[src/rtl/lpc_residual_restore_core_macros.svh]
// ---------------------------------------------------------------------------
// lpc residual restore assertion macros
// clocked property checks with asynchronous active-low reset disable
// ---------------------------------------------------------------------------
`ifndef LPC_RESIDUAL_RESTORE_CORE_MACROS_SVH
`define LPC_RESIDUAL_RESTORE_CORE_MACROS_SVH

`ifndef ASSERT_OFF

// property checked at every rising edge outside reset
`define LRR_ASSERT(lbl, clk, rst_n, prop, msg) \
	lbl: assert property (@(posedge clk) disable iff (!rst_n) (prop)) else $error(msg);

// antecedent overlapped with consequent
`define LRR_ASSERT_IMP(lbl, clk, rst_n, ante, cons, msg) \
	lbl: assert property (@(posedge clk) disable iff (!rst_n) (ante) |-> (cons)) else $error(msg);

// consequent checked in the cycle after the antecedent
`define LRR_ASSERT_NXT(lbl, clk, rst_n, ante, cons, msg) \
	lbl: assert property (@(posedge clk) disable iff (!rst_n) (ante) |=> (cons)) else $error(msg);

`else

`define LRR_ASSERT(lbl, clk, rst_n, prop, msg)
`define LRR_ASSERT_IMP(lbl, clk, rst_n, ante, cons, msg)
`define LRR_ASSERT_NXT(lbl, clk, rst_n, ante, cons, msg)

`endif

`endif

[src/rtl/lrr_pkg.sv]
// ---------------------------------------------------------------------------
// lrr_pkg
// shared constants, codes and types of the lpc residual restore core
// ---------------------------------------------------------------------------
package lrr_pkg;

	localparam int MAX_ORDER = 32;
	localparam int COEF_BITS = 15;
	localparam int TAP_BITS  = $clog2(MAX_ORDER);

	localparam int ORDER_W   = 6;
	localparam int SHIFT_W   = 4;
	localparam int DEPTH_W   = 6;
	localparam int CIDX_W    = 5;
	localparam int CVAL_W    = 15;
	localparam int SAMPLE_W  = 36;
	localparam int HIST_W    = 33;
	localparam int PROD_W    = HIST_W + COEF_BITS;
	localparam int ACC_W     = PROD_W + TAP_BITS;
	localparam int VAL_W     = ((ACC_W > SAMPLE_W) ? ACC_W : SAMPLE_W) + 1;

	localparam int CFG_IDX_W  = 2;
	localparam int CFG_DATA_W = 6;

	localparam logic [CFG_IDX_W-1:0] CFG_LPC_ORDER    = 2'd0;
	localparam logic [CFG_IDX_W-1:0] CFG_QUANT_SHIFT  = 2'd1;
	localparam logic [CFG_IDX_W-1:0] CFG_SAMPLE_DEPTH = 2'd2;

	localparam logic OP_COEF   = 1'b0;
	localparam logic OP_SAMPLE = 1'b1;

	localparam logic [DEPTH_W-1:0] DEPTH_RESET = 6'd16;

	typedef enum logic [2:0] {
		S_IDLE,
		S_MAC,
		S_DRAIN,
		S_SHIFT,
		S_DONE
	} state_t;

	typedef struct packed {
		logic mul_en;
		logic acc_clear;
		logic shift_en;
		logic fire;
	} mac_ctl_t;

endpackage

[src/rtl/lrr_mac.sv]
// ---------------------------------------------------------------------------
// lrr_mac
// shared multiply-accumulate, prediction shift with residual add, clamp
// ---------------------------------------------------------------------------
module lrr_mac (
	input  logic                                  clk,
	input  logic                                  arst_n,
	input  lrr_pkg::mac_ctl_t                     ctl,
	input  logic signed [lrr_pkg::HIST_W-1:0]     hist_tap,
	input  logic signed [lrr_pkg::COEF_BITS-1:0]  coef_tap,
	input  logic signed [lrr_pkg::SAMPLE_W-1:0]   residual,
	input  logic        [lrr_pkg::SHIFT_W-1:0]    quant_shift,
	input  logic        [lrr_pkg::DEPTH_W-1:0]    depth,
	output logic signed [lrr_pkg::HIST_W-1:0]     value,
	output logic                                  clamped
);

	logic signed [lrr_pkg::PROD_W-1:0] product_s1;
	logic                              prod_valid_s1;
	logic signed [lrr_pkg::ACC_W-1:0]  acc_q;
	logic signed [lrr_pkg::VAL_W-1:0]  val_q;
	logic signed [lrr_pkg::ACC_W-1:0]  acc_shifted;
	logic signed [lrr_pkg::VAL_W-1:0]  hi_lim;
	logic signed [lrr_pkg::VAL_W-1:0]  lo_lim;
	logic        [lrr_pkg::DEPTH_W-1:0] dep;

	always_ff @(posedge clk or negedge arst_n) begin
		if (!arst_n) begin
			prod_valid_s1 <= 1'b0;
		end else begin
			prod_valid_s1 <= ctl.mul_en;
		end
	end

	always_ff @(posedge clk) begin
		if (ctl.mul_en) begin
			product_s1 <= hist_tap * coef_tap;
		end
	end

	always_ff @(posedge clk) begin
		if (ctl.acc_clear) begin
			acc_q <= '0;
		end else if (prod_valid_s1) begin
			acc_q <= acc_q + lrr_pkg::ACC_W'(product_s1);
		end
	end

	assign acc_shifted = acc_q >>> quant_shift;

	always_ff @(posedge clk) begin
		if (ctl.shift_en) begin
			val_q <= lrr_pkg::VAL_W'(residual) + lrr_pkg::VAL_W'(acc_shifted);
		end
	end

	// depth limited to 1..33
	always_comb begin
		if (depth == '0) begin
			dep = lrr_pkg::DEPTH_W'(1);
		end else if (depth > lrr_pkg::DEPTH_W'(lrr_pkg::HIST_W)) begin
			dep = lrr_pkg::DEPTH_W'(lrr_pkg::HIST_W);
		end else begin
			dep = depth;
		end
	end

	assign hi_lim = $signed((lrr_pkg::VAL_W'(1) << (dep - lrr_pkg::DEPTH_W'(1)))
		- lrr_pkg::VAL_W'(1));
	assign lo_lim = ~hi_lim;

	always_comb begin
		priority if (val_q < lo_lim) begin
			value   = lo_lim[lrr_pkg::HIST_W-1:0];
			clamped = 1'b1;
		end else if (val_q > hi_lim) begin
			value   = hi_lim[lrr_pkg::HIST_W-1:0];
			clamped = 1'b1;
		end else begin
			value   = val_q[lrr_pkg::HIST_W-1:0];
			clamped = 1'b0;
		end
	end

endmodule

[config.mk]
export PLATFORM = sky130hd
export DESIGN_NAME = lrr_mac
export DESIGN_NICKNAME = d
export VERILOG_FILES = /design/src/rtl/lpc_residual_restore_core_macros.svh /design/src/rtl/lrr_pkg.sv /design/src/rtl/lrr_mac.sv
export SDC_FILE = /design/constraint.sdc
export NUM_CORES = 2
export LEC_CHECK = 0
export BUFFER_PORTS_ARGS = -buffer_cell sky130_fd_sc_hd__buf_4
export CAP_MARGIN = 20
export CORE_AREA = 4 4 294 296
export CTS_BUF_LIST = sky130_fd_sc_hd__clkbuf_8
export DETAILED_ROUTE_END_ITERATION = 6
export DIE_AREA = 0 0 298 300
export SLEW_MARGIN = 20
export SYNTH_ARGS = -nofsm -noshare
export SYNTH_HDL_FRONTEND = slang
export SYNTH_SLANG_ARGS = --single-unit
[constraint.sdc]
create_clock -name clk -period 8 [get_ports clk]
set_input_delay 1.6 -clock clk [delete_from_list [all_inputs] [get_ports clk]]
set_output_delay 1.6 -clock clk [all_outputs]
set_load 0.02 [all_outputs]
Yosys cells after proc, flatten, opt, wreduce, memory -nomap -nowiden --
Index checks and enable logic that the tools add are counted.
Operators by class: order comparisons 3, reduce and logical (&&, ||, !) cells 1, $mul 1, multiplexer cells 6, bitwise operators 1, add/sub/neg operators 4, shift-type cells 2
Operators with widths (number):
- $mux 33 | 2
- $add 36x53->54 | 1
- $gt 54x54->1 | 1
- $lt 54x54->1 | 1
- $not 54->54 | 1
- $shl 1x6->54 const A | 1
- $sub 54x2->54 const B | 1
- $add 53x48->53 | 1
- $sshr 53x4->53 | 1
- $mul 33x15->48 | 1
- $mux 6 | 2
- $gt 6x6->1 const B | 1
- $logic_not 6->1 | 1
- $sub 6x1->6 const B | 1
- $mux 1 | 2
Storage, ports and cells: register bits after elaboration 156, input bits 100, word-level logic and storage cells 22, output and inout port bits 34

Logic depth before layout (Yosys ltp) --
depth after elaboration 9, mapped depth 26, depth with buffers taken out 24

Worst setup path after synthesis --
No wires, ideal clock.
path type input-to-output, from input depth[2] (netlist name), to output value[31] (netlist name), path buffers 2, path slack 0.364 ns, cell stages on the path 19, arrival 6.036 ns, cells stage by stage clkbuf_1 > nor2_1 > nand3b_1 > ha_1 > inv_1 > a21oi_1 > o21ai_0 > a21o_1 > nor2_1 > clkbuf_1 > ha_1 > or4_1 > nor4_1 > nand3_1 > nor4_1 > nor2_1 > mux2_2 > and3_1 > a211oi_1
Between the ends: cells in the longest elaborated chain, start to end 9, elaborated cells between the ends (all ways) 12, classes of those cells 2 x add/sub; 3 x order compare; 1 x shift; 4 x mux; 1 x bitwise; 1 x reduce/logical
Ends and longest elaborated chain:
- from (decl) | line lrr_mac.sv:13 | input logic [lrr_pkg::DEPTH_W-1:0] depth,
- $gt 6x6->1 | line lrr_mac.sv:61 | end else if (depth > lrr_pkg::DEPTH_W'(lrr_pkg::HIST_W)) begin
- $mux 6 | line lrr_mac.sv:61
- $mux 6 * | line lrr_mac.sv:59 | if (depth == '0) begin
- $sub 6x1->6 * | line lrr_mac.sv:68 | assign hi_lim = $signed((lrr_pkg::VAL_W'(1) << (dep - lrr_pkg::DEPTH_W'(1)))
- $shl 1x6->54 * | line lrr_mac.sv:68
- $sub 54x2->54 * | line lrr_mac.sv:69 | - lrr_pkg::VAL_W'(1));
- $gt 54x54->1 or $not 54->54 (tied branches) | line lrr_mac.sv:76, lrr_mac.sv:70
- $mux 33 or $lt 54x54->1 (tied branches) | line lrr_mac.sv:76, lrr_mac.sv:73
- $mux 33 * | line lrr_mac.sv:73 | priority if (val_q < lo_lim) begin
- to (decl) | line lrr_mac.sv:14 | output logic signed [lrr_pkg::HIST_W-1:0] value,
Mark *: on every way between the ends. The rest lies on a longest branch, timed or not.

Final worst setup path --
from input depth[4] (netlist name), to output value[11] (netlist name)
Same word-level chain as after synthesis.

==> qor.log <==
INFO  setup_path     end_kind=output pin
INFO  clock_tree     number_of_h_tree_branching_levels=4
INFO  drt            drtPass1Iterations=6
INFO  timing         worstMarginPinSlew=0.921ns
INFO  outcome        outcome=completed
INFO  setup_path     worst-path-buf-inv=7
INFO  logic_synthesis yosys_most_used_dff=edfxtp_1
INFO  floorplanning  std_cell_rows=106
INFO  setup_path     slowest_cp_cell=mux2_2
INFO  clock_tree     clkLatencyLatePin=0.51ns
INFO  drt            via_count=26800
INFO  setup_path     critical_path_fanouts_max=10
INFO  placement      gp_congestion=0.906
INFO  clock_tree     numCtsBuffers=17
INFO  logic_synthesis async_flop_share=0.00641
INFO  logic_synthesis yosysTopAreaCellShare=0.276
INFO  logic_synthesis syn_inst=3808
INFO  timing         number_of_endpoints_failing_setup_at_the_final_stage=0
INFO  layout         postLayoutCoreUtil=0.434
INFO  setup_path     criticalPathCategory=in2out
INFO  setup_path     critical_path.startpoint_type=input port
INFO  timing         final_min_period_over_clock_period=0.963
INFO  logic_synthesis syn-cell-area=33200um^2
INFO  grt            grt_overflow_total=0
INFO  setup_path     cp_common_cell=buf_4
INFO  drt            via_per_inst=5.34
INFO  logic_synthesis synth-edff-count=102
INFO  timing         maxClockFrequency=0.130GHz
INFO  logic_synthesis yosys.area.top_type=fa_1
INFO  timing         finalHoldViolations=0
INFO  drt            route.antenna.remaining_nets=0
INFO  setup_path     timing.critical_path.max_delay_family=simple AND/OR/NAND/NOR gates
INFO  logic_synthesis netlist_top_cells_area=fa_1, ha_1, edfxtp_1
INFO  clock_tree     postCtsHoldBufs=0
INFO  placement      port-buffer-count=132
INFO  grt            grt_pass1_wl=142000um
INFO  logic_synthesis synthesis_stage_register_bit_count=156
INFO  flow_run       max_cap_viol_count=0
INFO  drt            detail_route.wirelength=86800um
INFO  clock_tree     clock_tree_root_driver_cell=clkbuf_8
INFO  floorplanning  initial_utilization=0.397
INFO  floorplanning  die_height=300um
INFO  layout         share_of_final_layout_standard_cells_stronger_than_drive_strength_1=0.0907
INFO  clock_tree     cts_num_sinks=156
INFO  hold_path      min-delay-path-class=reg2reg
INFO  floorplanning  core_area=83600um^2
INFO  drt            drcViolationCount=0
INFO  placement      placed_area=35800um^2
INFO  logic_synthesis synthDistinctLibCells=83
INFO  grt            grt_antenna_before_repair=2
INFO  setup_path     slowest_delay=0.39ns
INFO  grt            grt_pass1_vias=27100
INFO  layout         areaGrowthSynthToFinish=9.30%
INFO  timing         min_period=7.70ns
INFO  logic_synthesis yosysWarningCount=0
INFO  grt            largest_net_degree_at_the_start_of_global_routing=58
INFO  timing         grt_setup_unrepaired=false
INFO  floorplanning  floorplan.die_area=89400um^2
INFO  layout         final_nets=4817
INFO  clock_tree     cts.clk_slew.worst_paths=0.09ns
INFO  floorplanning  die_width=298um
INFO  clock_tree     tritoncts=yes
INFO  placement      dp_hpwl=72400um
INFO  grt            global_route.usage.total=0.194
INFO  drt            wl_per_cell=17.3um
INFO  logic_synthesis synth_area_per_cell=8.71um^2
INFO  layout         fin_area=36300um^2
INFO  setup_path     cp.arrival=6.10ns
INFO  timing         relSlewSlack=0.380
INFO  floorplanning  io_pins=134
INFO  logic_synthesis synth_sequential_area_ratio=0.125
INFO  clock_tree     ctsLongestPathBuffers=2
INFO  timing         finalClockSkew=0.0115ns
INFO  setup_path     critical_path_required=6.40ns
INFO  timing         final_max_slew_viol_count=0
INFO  drt            drtIter0Drc=1486
INFO  setup_path     regToRegSetupSlack=2.87ns
-- final cells by class --
type / instances / area [um^2]
Sequential cell: 156 / 4150
Clock inverter: 14 / 190
Clock buffer: 18 / 248
Antenna cell: 3 / 7.51
Timing Repair Buffer: 237 / 1820
Fill cell: 8423 / 47300
Multi-Input combinational cell: 2961 / 26500
Inverter: 541 / 2030
Tap cell: 1080 / 1350
-- synthesized netlist by cell type, types with 4 or more instances --
| library cell | number |
|---|---|
| a211o_1 | 4 |
| a211oi_1 | 28 |
| a21boi_0 | 6 |
| a21o_1 | 93 |
| a21oi_1 | 200 |
| a221o_1 | 4 |
| a311oi_1 | 4 |
| a31o_2 | 11 |
| a31oi_1 | 63 |
| and2_1 | 147 |
| and3_1 | 40 |
| and4_1 | 6 |
| buf_1 | 19 |
| buf_2 | 5 |
| clkbuf_1 | 145 |
| dfxtp_1 | 53 |
| edfxtp_1 | 102 |
| fa_1 | 458 |
| ha_1 | 345 |
| inv_1 | 538 |
| mux2_2 | 6 |
| mux2i_1 | 44 |
| mux4_2 | 43 |
| nand2_1 | 521 |
| nand2b_1 | 57 |
| nand3_1 | 96 |
| nand4_1 | 23 |
| nor2_1 | 192 |
| nor2b_1 | 35 |
| nor3_1 | 33 |
| nor4_1 | 15 |
| o2111ai_1 | 4 |
| o211ai_1 | 45 |
| o21a_1 | 25 |
| o21ai_0 | 111 |
| o21ai_1 | 7 |
| o21bai_1 | 36 |
| o22ai_1 | 6 |
| o31a_1 | 5 |
| o31ai_1 | 9 |
| or2_2 | 7 |
| or4_1 | 5 |
| xnor2_1 | 106 |
| xor2_1 | 46 |
-- cell usage in the layout, fill, tap and decap left out, types with 106 or more instances in the layout --
master / instances
inv_1: 538
fa_1: 458
and2_1: 147
a21oi_1: 199
nand2_1: 521
nor2_1: 191
buf_4: 234
o21ai_0: 110
ha_1: 345
xnor2_1: 106
-- final timing paths --
kind                       startpoint             to  cells past startpoint
max                          depth[4]      value[11]                     25
max reg2reg                  acc_q[6]      val_q[31]                     18
min reg2reg                 acc_q[48]      acc_q[48]                      2
min in group asynchronous      arst_n  prod_valid_s1                      1
max in group asynchronous      arst_n  prod_valid_s1                      1
min                         acc_q[48]      acc_q[48]                      2
-- routing by layer --
layer  vias up  global-route usage  part of all wire
met5         -                   0                 0
met4         0              0.0495             0.025
met3       110              0.0185             0.045
met2       648               0.332              0.48
met1     13200               0.265              0.45
li1      12800                   -                 -
-- sequential cells by signal (all words and copies together) (netlist names) --
name	flops
product_s1	48
prod_valid_s1	1
acc_q	53
val_q	54
-- logic make-up after synthesis --
kind of cell               count (synthesis)  share of synthesized area
xor gates and xnor gates                 152                     0.0401
DFF                                      156                      0.125
buffers and inverters                    711                     0.0806
AOI/OAI and AO/OA                        697                      0.134
adders and majority gates                803                      0.406
other                                      2                   0.000226
and+or+nand+nor                         1194                      0.169
muxes                                     93                     0.0445
-- worst register-to-register path: cells and delay by family, from the launching register on --
family	cells	cell delay, ns
compound gates	11	3.19
xor+xnor	1	0.10
fa+ha+maj	1	0.32
buf+inv	1	0.11
flops	1	0.36
mux	2	0.55
simple gates	2	0.26
-- through the flow --
step | setup TNS [ns] | cells | worst slack (ns) | hold WS [ns]
floorplan | 0 | 3828 | 0.364 | 0.470
global placement | 0 | 4974 | 0.0152 | 0.530
detailed placement | -0.213 | 4974 | -0.0689 | 0.537
CTS | 0 | 5006 | 0.0869 | 0.559
global route | 0 | 5008 | 0.000767 | 0.590
finish | 0 | 5010 | 0.299 | 0.556
-- repair_timing --
action                     CTS  global route
setup endpoints to repair    2            33
pin swaps                    0             1
resized for setup            1             5
buffers inserted             0             1
Power is not shown: default switching activity piles up to over one toggle a cycle in this logic, so the estimate is an artifact.
