**src/rtl/lpc_residual_restore_core_macros.svh**
```systemverilog
// ---------------------------------------------------------------------------
// lpc residual restore assertion macros
// clocked property checks with asynchronous active-low reset disable
// ---------------------------------------------------------------------------
`ifndef LPC_RESIDUAL_RESTORE_CORE_MACROS_SVH
`define LPC_RESIDUAL_RESTORE_CORE_MACROS_SVH

`ifndef ASSERT_OFF

// property checked at every rising edge outside reset
`define LRR_ASSERT(lbl, clk, rst_n, prop, msg) \
	lbl: assert property (@(posedge clk) disable iff (!rst_n) (prop)) else $error(msg);

// antecedent overlapped with consequent
`define LRR_ASSERT_IMP(lbl, clk, rst_n, ante, cons, msg) \
	lbl: assert property (@(posedge clk) disable iff (!rst_n) (ante) |-> (cons)) else $error(msg);

// consequent checked in the cycle after the antecedent
`define LRR_ASSERT_NXT(lbl, clk, rst_n, ante, cons, msg) \
	lbl: assert property (@(posedge clk) disable iff (!rst_n) (ante) |=> (cons)) else $error(msg);

`else

`define LRR_ASSERT(lbl, clk, rst_n, prop, msg)
`define LRR_ASSERT_IMP(lbl, clk, rst_n, ante, cons, msg)
`define LRR_ASSERT_NXT(lbl, clk, rst_n, ante, cons, msg)

`endif

`endif

```
**src/rtl/lrr_pkg.sv**
```systemverilog
// ---------------------------------------------------------------------------
// lrr_pkg
// shared constants, codes and types of the lpc residual restore core
// ---------------------------------------------------------------------------
package lrr_pkg;

	localparam int MAX_ORDER = 32;
	localparam int COEF_BITS = 15;
	localparam int TAP_BITS  = $clog2(MAX_ORDER);

	localparam int ORDER_W   = 6;
	localparam int SHIFT_W   = 4;
	localparam int DEPTH_W   = 6;
	localparam int CIDX_W    = 5;
	localparam int CVAL_W    = 15;
	localparam int SAMPLE_W  = 36;
	localparam int HIST_W    = 33;
	localparam int PROD_W    = HIST_W + COEF_BITS;
	localparam int ACC_W     = PROD_W + TAP_BITS;
	localparam int VAL_W     = ((ACC_W > SAMPLE_W) ? ACC_W : SAMPLE_W) + 1;

	localparam int CFG_IDX_W  = 2;
	localparam int CFG_DATA_W = 6;

	localparam logic [CFG_IDX_W-1:0] CFG_LPC_ORDER    = 2'd0;
	localparam logic [CFG_IDX_W-1:0] CFG_QUANT_SHIFT  = 2'd1;
	localparam logic [CFG_IDX_W-1:0] CFG_SAMPLE_DEPTH = 2'd2;

	localparam logic OP_COEF   = 1'b0;
	localparam logic OP_SAMPLE = 1'b1;

	localparam logic [DEPTH_W-1:0] DEPTH_RESET = 6'd16;

	typedef enum logic [2:0] {
		S_IDLE,
		S_MAC,
		S_DRAIN,
		S_SHIFT,
		S_DONE
	} state_t;

	typedef struct packed {
		logic mul_en;
		logic acc_clear;
		logic shift_en;
		logic fire;
	} mac_ctl_t;

endpackage

```
**src/rtl/lrr_ctrl.sv**
```systemverilog
// ---------------------------------------------------------------------------
// lrr_ctrl
// sequencer stepping the shared multiply-accumulate over the taps
// ---------------------------------------------------------------------------
`include "lpc_residual_restore_core_macros.svh"

module lrr_ctrl (
	input  logic                               clk,
	input  logic                               arst_n,
	input  logic                               start,
	input  logic                               predict,
	input  logic [lrr_pkg::ORDER_W-1:0]        ord,
	input  logic                               out_free,
	output logic                               busy,
	output logic [lrr_pkg::TAP_BITS-1:0]       tap,
	output lrr_pkg::mac_ctl_t                  ctl
);

	lrr_pkg::state_t state_q;
	lrr_pkg::state_t state_d;
	logic [lrr_pkg::TAP_BITS-1:0] tap_q;
	logic last_tap;

	assign last_tap = ({1'b0, tap_q} == (ord - lrr_pkg::ORDER_W'(1)));

	always_comb begin
		state_d = state_q;
		unique case (state_q)
			lrr_pkg::S_IDLE: begin
				if (start) begin
					state_d = predict ? lrr_pkg::S_MAC : lrr_pkg::S_SHIFT;
				end
			end
			lrr_pkg::S_MAC: begin
				if (last_tap) begin
					state_d = lrr_pkg::S_DRAIN;
				end
			end
			lrr_pkg::S_DRAIN: begin
				state_d = lrr_pkg::S_SHIFT;
			end
			lrr_pkg::S_SHIFT: begin
				state_d = lrr_pkg::S_DONE;
			end
			lrr_pkg::S_DONE: begin
				if (out_free) begin
					state_d = lrr_pkg::S_IDLE;
				end
			end
			default: begin
				state_d = lrr_pkg::S_IDLE;
			end
		endcase
	end

	always_comb begin
		ctl.mul_en    = (state_q == lrr_pkg::S_MAC);
		ctl.acc_clear = (state_q == lrr_pkg::S_IDLE) && start;
		ctl.shift_en  = (state_q == lrr_pkg::S_SHIFT);
		ctl.fire      = (state_q == lrr_pkg::S_DONE) && out_free;
		busy          = (state_q != lrr_pkg::S_IDLE);
	end

	always_ff @(posedge clk or negedge arst_n) begin
		if (!arst_n) begin
			state_q <= lrr_pkg::S_IDLE;
		end else begin
			state_q <= state_d;
		end
	end

	always_ff @(posedge clk or negedge arst_n) begin
		if (!arst_n) begin
			tap_q <= '0;
		end else if (ctl.acc_clear) begin
			tap_q <= '0;
		end else if (ctl.mul_en) begin
			tap_q <= tap_q + lrr_pkg::TAP_BITS'(1);
		end
	end

	assign tap = tap_q;

	`LRR_ASSERT_IMP(a_tap_in_order, clk, arst_n, state_q == lrr_pkg::S_MAC, lrr_pkg::ORDER_W'(tap_q) < ord, "tap beyond order")
	`LRR_ASSERT_NXT(a_start_mac, clk, arst_n, (state_q == lrr_pkg::S_IDLE) && start && predict, state_q == lrr_pkg::S_MAC && tap_q == '0, "predicted sample did not enter mac")
	`LRR_ASSERT_NXT(a_start_warm, clk, arst_n, (state_q == lrr_pkg::S_IDLE) && start && !predict, state_q == lrr_pkg::S_SHIFT, "warm-up sample did not skip mac")
	`LRR_ASSERT_NXT(a_fire_idle, clk, arst_n, ctl.fire, state_q == lrr_pkg::S_IDLE && !busy, "sequencer not idle after result")

endmodule

```
**config.mk**
```make
export PLATFORM = sky130hd
export DESIGN_NAME = lrr_ctrl
export DESIGN_NICKNAME = d
export VERILOG_FILES = /design/src/rtl/lrr_pkg.sv /design/src/rtl/lrr_ctrl.sv
export VERILOG_INCLUDE_DIRS = /design/src /design/src/rtl
export SDC_FILE = /design/constraint.sdc
export NUM_CORES = 1
export LEC_CHECK = 0
export BUFFER_PORTS_ARGS = -buffer_cell sky130_fd_sc_hd__buf_2
export CAP_MARGIN = 25
export CORE_AREA = 4 4 41 43
export CTS_BUF_LIST = sky130_fd_sc_hd__clkbuf_8
export DETAILED_ROUTE_END_ITERATION = 10
export DIE_AREA = 0 0 45 47
export PLACE_DENSITY_LB_ADDON = 0.25
export SLEW_MARGIN = 20
export SYNTH_ARGS = -nofsm -noshare
export SYNTH_HDL_FRONTEND = slang
export SYNTH_SLANG_ARGS = --single-unit
```
**constraint.sdc**
```tcl
create_clock -name clk -period 4.4 [get_ports clk]
set_clock_uncertainty 0.05 [all_clocks]
set_input_delay 0.22 -clock clk [delete_from_list [all_inputs] [get_ports clk]]
set_output_delay 0.22 -clock clk [all_outputs]
set_load 0.01 [all_outputs]
```
# [Yosys cells after proc, flatten, opt, wreduce, memory -nomap -nowiden]
# Cells that the tools add are included.
[totals] reg_bits=8 inputBits=11
[op_classes] addsub=2 n_eq_ne=8 muxes=7 n_reduce_logical=6
[op_table] operator="$pmux W3 S5" n=1
[op_table] operator="$mux W5" n=2
[op_table] operator="$mux W3" n=3
[op_table] operator="$eq A3 B2 Y1 const B" n=2
[op_table] operator="$eq A5 B6 Y1" n=1
[op_table] operator="$sub A6 B1 Y6 const B" n=1
[op_table] operator="$add A5 B1 Y5 const B" n=1
[op_table] operator="$ne A2 B2 Y1 const B" n=2
[op_table] operator="$eq A3 B1 Y1 const B" n=1
[op_table] operator="$eq A3 B3 Y1 const B" n=1
[op_table] operator="$logic_not A3 Y1" n=1
[op_table] operator="$reduce_and A3 Y1" n=1
[op_table] operator="$reduce_bool A3 Y1" n=1
[op_table] operator="$logic_and A1 B1 Y1" n=2
[op_table] operator="$mux W2" n=1
[op_table] operator="$ne A2 B1 Y1 const B" n=1
[op_table] operator="$reduce_bool A2 Y1" n=1

# [Longest topological paths before layout]
# Gate-level depths: netlist of run 1.
[depth] word_depth=4 depth_mapped=7

# [Worst setup path before layout of run 1]
# No wires, ideal clock.
[synth_path] kind="input port to flip-flop" start="input ord[0] (netlist name)" end="register state_q[0]" setup_time_ns=0.118 arrival_ns=1.348 setup_slack_ns=2.884 path_stages=7 path_cell_list="inv_1 ha_1 nor2b_1 or3_1 a31oi_1 o211ai_1 a21o_1"
[synth_between] elab_chain_len=4
[synth_rtl] element="from (decl)" line_no="lrr_ctrl.sv:12" text="input logic [lrr_pkg::ORDER_W-1:0] ord,"
[synth_rtl] element="$sub A6 B1 Y6" line_no="lrr_ctrl.sv:24" text="assign last_tap = ({1'b0, tap_q} == (ord - lrr_pkg::ORDER_W'(1)));"
[synth_rtl] element="$eq A5 B6 Y1" line_no="lrr_ctrl.sv:24"
[synth_rtl] element="$ne A2 B1 Y1 (no source line)"
[synth_rtl] element="$reduce_and A3 Y1 (no source line)"
[synth_rtl] element="to (signal assigned)" line_no="lrr_ctrl.sv:66" text="state_q <= lrr_pkg::S_IDLE;"
[synth_rtl] element="to (signal assigned)" line_no="lrr_ctrl.sv:68" text="state_q <= state_d;"
[synth_rtl] element="to (decl)" line_no="lrr_ctrl.sv:19" text="lrr_pkg::state_t state_q;"
# No other way between the ends.
# A chain may end at the register's enable or synchronous reset.

==> results of run 1 <==
[timing repair]
item / CTS / global route
hold endpoints to repair: 8 / 0
hold buffers: 1 / 0
endpoints found under the setup margin: 0 / 0
[layout make-up]
class	instances	area, µm²	area share [%]
repair buffers	21	110	15.2
flip-flops and latches	8	200	27.6
clock buffers	3	41.3	5.69
inverters	6	22.5	3.10
well taps	15	18.8	2.59
multi-input cells	48	333	45.9
[per-layer routing]
layer  GRT usage, %  vias up  routed length [µm]
li1               -      269                   -
met4           10.5        0                  16
met3           1.53        2                  56
met1           17.5      261                 531
met5              0        -                   0
met2           24.6        9                 662
[stage by stage]
stage               instance area, µm²  util (%)  power (mW)
floorplan                          556         -       0.276
global placement                   674      51.8       0.344
detailed placement                 674      51.8       0.351
CTS                                726      55.8       0.440
global route                       726      55.8       0.478
finish                             726      55.8       0.432
[state kept, by name, summed over array words and instances, names as in the netlist]
name	cells
state_q	3
tap	5
[power by group through the flow]
stage               Sequential [mW]  Clock [mW]  Combinational, mW
detailed placement            0.147           0              0.204
global placement              0.147           0              0.197
finish                        0.146      0.0839              0.203
CTS                           0.146      0.0875              0.206
floorplan                     0.146           0              0.130
global route                  0.154      0.0923              0.232
[cells by family (layout without fill, tap and decap cells)]
family          count (synthesis)  count (layout)  share of synthesized area [%]
fa+ha+maj                       2               2                           4.50
simple gates                   27              27                           29.1
xor+xnor                        8               8                           12.6
mux                             1               1                           1.80
flops                           8               8                           36.0
compound gates                 10              10                           11.9
buf+inv                         6              30                           4.05
[cells in the final DEF, fill, tap and decap left out, types with 3 or more instances in the layout]
cell type	n
nor2_1	10
xor2_1	3
clkbuf_8	3
inv_1	6
nand4_1	4
xnor2_1	5
buf_2	20
dfrtp_1	8
[path summary, 6_finish.rpt]
check	start	to	slack, ps	depth (start not counted)
setup / recovery	state_q[1]	ctl[2]	2530	3
min in group asynchronous	arst_n	tap[2]	320	2
hold reg to reg	state_q[0]	state_q[1]	510	1
hold / removal	out_free	state_q[2]	160	2
max in group asynchronous	arst_n	state_q[1]	3820	2
setup reg to reg	state_q[1]	tap[3]	2890	4
==> results.yml, run 1 <==
synth:
  synth.largest_area_cell: "dfrtp_1"
  synthDistinctLibCells: 26
  ys_seq_area_share_pct: 36.0
  synth_cells: 62
  synth-edff-count: 0
  synthFlopType: "dfrtp_1"
  ys.warnings.count: 0
  mappedNetlistArea_um2: 556
  synth_seq_cells: 8
  synth_top_area_share_pct: 36.0
  synth_nets: 75
  share_of_synthesized_flip_flops_with_an_asynchronous_set_or_reset_pct: 100
  synth.cells.most_frequent: "nor2_1, dfrtp_1, inv_1, xnor2_1, nand4_1"
  avgSynthCellArea_um2: 8.96
  synthMostInstantiatedCell: "nor2_1"
  ys_top_cells_by_area: "dfrtp_1, xnor2_1, nor2_1"
cts:
  cts.repair_timing.setup_buffer_count: 0
  clock_sink_count: 8
  cts_tree: "built"
  post_cts_resized: 0
  htreeDepth: 1
  clk-insertion-delay-late_ps: 220
  cts-buffers-inserted: 3
  ctsRootBufferMaster: "clkbuf_8"
  worst_path_clk_slew_ps: 40
  cts_max_path_buffers: 2
floorplan:
  floorplan.initialDensity_pct: 42.7
  core_area_um2: 1300
  fp.dieH_um: 47
  die_x_um: 45
  die-area_um2: 2120
  io_pins: 21
  num_rows: 13
finish:
  insertedDiodeCount: 0
  syn2layout_area_growth_pct: 30.6
  drive_gt1_share_pct: 30.2
  final.fill_count: 126
  instances_no_fill: 101
  design.final.nets: 101
critical_path:
  worst_setup_path_start_kind: "register"
  cp-end-kind: "output port"
  cpLargestDelayFamily: "simple AND/OR/NAND/NOR gates"
  worst-setup-path-type: "reg2out"
  required_ps: 4130
  timing.critical_path.fanout_max: 6
  timing.critical_path.slowest_stage_cell: "dfrtp_1"
  max_stage_delay_ps: 420
  critical_path.cell_chain: "or3_1 -> nor2_1 -> buf_2"
  crit_arrival_ps: 1600
  worst-path-buf-inv: 1
power_and_ir_drop:
  power_density_nw_per_um2: 596
  p_sw_uw: 176
  vdd.ir_drop.worst_mv: 0.279
  share_seq_of_total_power_pct: 33.7
  intPower_uw: 256
  share_comb_of_total_power_pct: 46.9
  switching_share_pct: 40.7
  power_leakage_nw: 0.376
  power.clock.fraction_pct: 19.4
detailed_routing:
  post_drt_via_cell_ratio: 5.36
  detailedRoute.firstIterationViolations: 5
  routed_wire_length_per_instance_um: 12.5
  antenna_left: 0
  routed-via-count: 541
  drt_wl_total_um: 1270
  drcViolationCount: 0
  first_pass_iters: 4
global_routing:
  grt_util_all_layers_pct: 14.6
  grt_pass1_vias: 495
  largest_net_degree_at_the_start_of_global_routing: 9
  grt_antenna_before_repair: 0
  wire_length_of_the_first_global_routing_pass_um: 2170
  global_route.overflow_total: 0
sta:
  finalHoldViolCount: 0
  final.period_utilization_pct: 42.5
  final_setup_violating_endpoints: 0
  drv_slew: 0
  holdWs_ps: 160
  timing.fmax_mhz: 535
  tightest_slew_ps: 528
  setup_ws_ps: 2530
  setup_tns_ps: 0
  rsz_0062_raised_after_global_routing: "no"
  slew-limit-headroom_pct: 64.6
  finalWorstPathRequiredPeriod_ps: 1870
place:
  hpwl_um: 1030
  port_buffers: 20
  place_worst_setup_slack_ps: 2640
  place_inst: 97
  finalWeightedCongestion: 0.845
job:
  cap_viol_max_count: 0
min_path:
  worstHoldPathType: "in2reg"
outcome:
  outcome: "finished clean"
No activity file was read; power rests on OpenSTA's default activity.
==> run 2: changes to the inputs <==
==> constraint.sdc (replaced) <==
create_clock -name clk -period 1.84 [get_ports clk]
set_clock_uncertainty 0.05 [all_clocks]
set_input_delay 0.092 -clock clk [delete_from_list [all_inputs] [get_ports clk]]
set_output_delay 0.092 -clock clk [all_outputs]
set_load 0.01 [all_outputs]
==> results.yml, run 2 (same netlist as run 1, synthesis figures left out) <==
place:
  placed_cell_area_um2: 682
  hpwl_um: 997
  finalWeightedCongestion: 0.841
  port_buffers: 20
finish:
  flip_flop_count_of_the_largest_register_all_copies_and_words_added: 5
  mostFrequentLayoutCell: "buf_2"
  design.final.nets: 102
  insertedDiodeCount: 0
  syn2layout_area_growth_pct: 32.0
  drive_gt1_share_pct: 31.0
  final.fill_count: 131
  design_area_um2: 733
  layout.cells.most_common_list: "buf_2, nor2_1, dfrtp_1, inv_1, xnor2_1"
cts:
  post_cts_resized: 0
  cts_tree: "built"
  worst_path_clk_slew_ps: 40
  ctsRootBufferMaster: "clkbuf_8"
  clock_sink_count: 8
  htreeDepth: 1
  cts-buffers-inserted: 3
  cts_max_path_buffers: 2
  clk-insertion-delay-late_ps: 230
  cts.repair_timing.setup_buffer_count: 0
detailed_routing:
  routed_wire_length_per_instance_um: 12.4
  first_pass_iters: 4
  drcViolationCount: 0
  antenna_left: 0
  detailedRoute.firstIterationViolations: 9
  drt_wl_total_um: 1260
  routed-via-count: 541
  post_drt_via_cell_ratio: 5.30
sta:
  tightest_slew_ps: 370
  slew-limit-headroom_pct: 75.3
  drv_slew: 0
  timing.fmax_mhz: 586
  finalHoldViolCount: 0
  final_setup_violating_endpoints: 0
  holdWs_ps: 26.6
  setup_tns_ps: 0
  finalWorstPathRequiredPeriod_ps: 1710
  rsz_0062_raised_after_global_routing: "no"
  final.period_utilization_pct: 92.8
min_path:
  worstHoldPathType: "in2reg"
  min_delay_path_depth: 2
job:
  cap_viol_max_count: 0
critical_path:
  crit_arrival_ps: 1560
  timing.critical_path.slowest_stage_cell: "dfrtp_1"
  ff2ff_path_depth: 4
  crit_cells: 3
  critical_path.cell_chain: "or3_1 -> nor2_1 -> buf_2"
  worst_setup_path_start_kind: "register"
  required_ps: 1700
  worst-setup-path-type: "reg2out"
  timing.critical_path.fanout_max: 6
  worst-path-buf-inv: 1
  cp-end-kind: "output port"
  cpLargestDelayFamily: "simple AND/OR/NAND/NOR gates"
  max_stage_delay_ps: 420
outcome:
  outcome: "finished clean"
floorplan:
  io_pins: 21
  die-area_um2: 2120
  die_x_um: 45
  floorplan.initialDensity_pct: 42.7
  num_rows: 13
  core_area_um2: 1300
  fp.dieH_um: 47
global_routing:
  largest_net_degree_at_the_start_of_global_routing: 9
  global_route.overflow_total: 0
  grtUsageMet1_pct: 17.3
  grt_antenna_before_repair: 0
  wire_length_of_the_first_global_routing_pass_um: 2070
  grt_most_used_layer: "met2"
  grt_util_all_layers_pct: 13.9
  groute.layer.met3.usage_pct: 2.30
  use_met2_pct: 22.3
  grt_pass1_vias: 484
power_and_ir_drop:
  vdd.ir_drop.worst_mv: 0.756
  power_leakage_nw: 0.381
  power_density_nw_per_um2: 1470
[run 2: cell count changes in the layout (fill, tap and decap cells not counted)]
| cell | change |
|---|---|
| buf_4 | +1 |
[run 2: metrics by stage]
stage	worst slack (ps)	utilization (%)	power (mW)	instances
after floorplan	386	-	0.659	62
after global placement	240	52.4	0.846	98
after detailed placement	186	52.4	0.863	98
after CTS	133	56.3	1.09	102
after global routing	72.5	56.3	1.17	102
final	133	56.3	1.07	102
[run 2: worst reg2reg max path, stage by stage, from the launching register on]
cell and delay [ps]:
dfrtp_1 440, or3_1 390, a31oi_1 170, o211ai_1 140, a21o_1 200
[run 2: layer usage]
layer | vias to the layer above | routed length [µm]
met4 | 0 | 25
met3 | 5 | 77
met2 | 16 | 625
met5 | - | 0
li1 | 268 | -
met1 | 252 | 532
[run 2: path summary, 6_finish.rpt]
path	startpoint	to	slack, ps
setup / recovery	state_q[1]	ctl[2]	130
hold / removal	out_free	state_q[2]	30
setup reg to reg	tap[2]	state_q[0]	340
hold reg to reg	state_q[0]	state_q[1]	530
max in group asynchronous	arst_n	state_q[2]	1400
min in group asynchronous	arst_n	tap[2]	180
[run 2: timing repair]
item                       in CTS  in global routing
hold buffers                    1                  0
setup endpoints to repair       0                  0
hold endpoints to repair        8                  0
[run 2: power breakdown]
group / internal, mW / switching, mW / total, mW
clock network: 0.141 / 0.0657 / 0.207
registers: 0.246 / 0.106 / 0.352
logic: 0.248 / 0.267 / 0.515
total: 0.636 / 0.439 / 1.07
[run 2: final cells by class]
type | instances | area, µm² | area share [%]
Clock buffer | 3 | 41.3 | 5.63
Sequential cell | 8 | 200 | 27.3
Inverter | 6 | 22.5 | 3.07
Tap cell | 15 | 18.8 | 2.56
Timing Repair Buffer | 22 | 118 | 16.0
Multi-Input combinational cell | 48 | 333 | 45.4
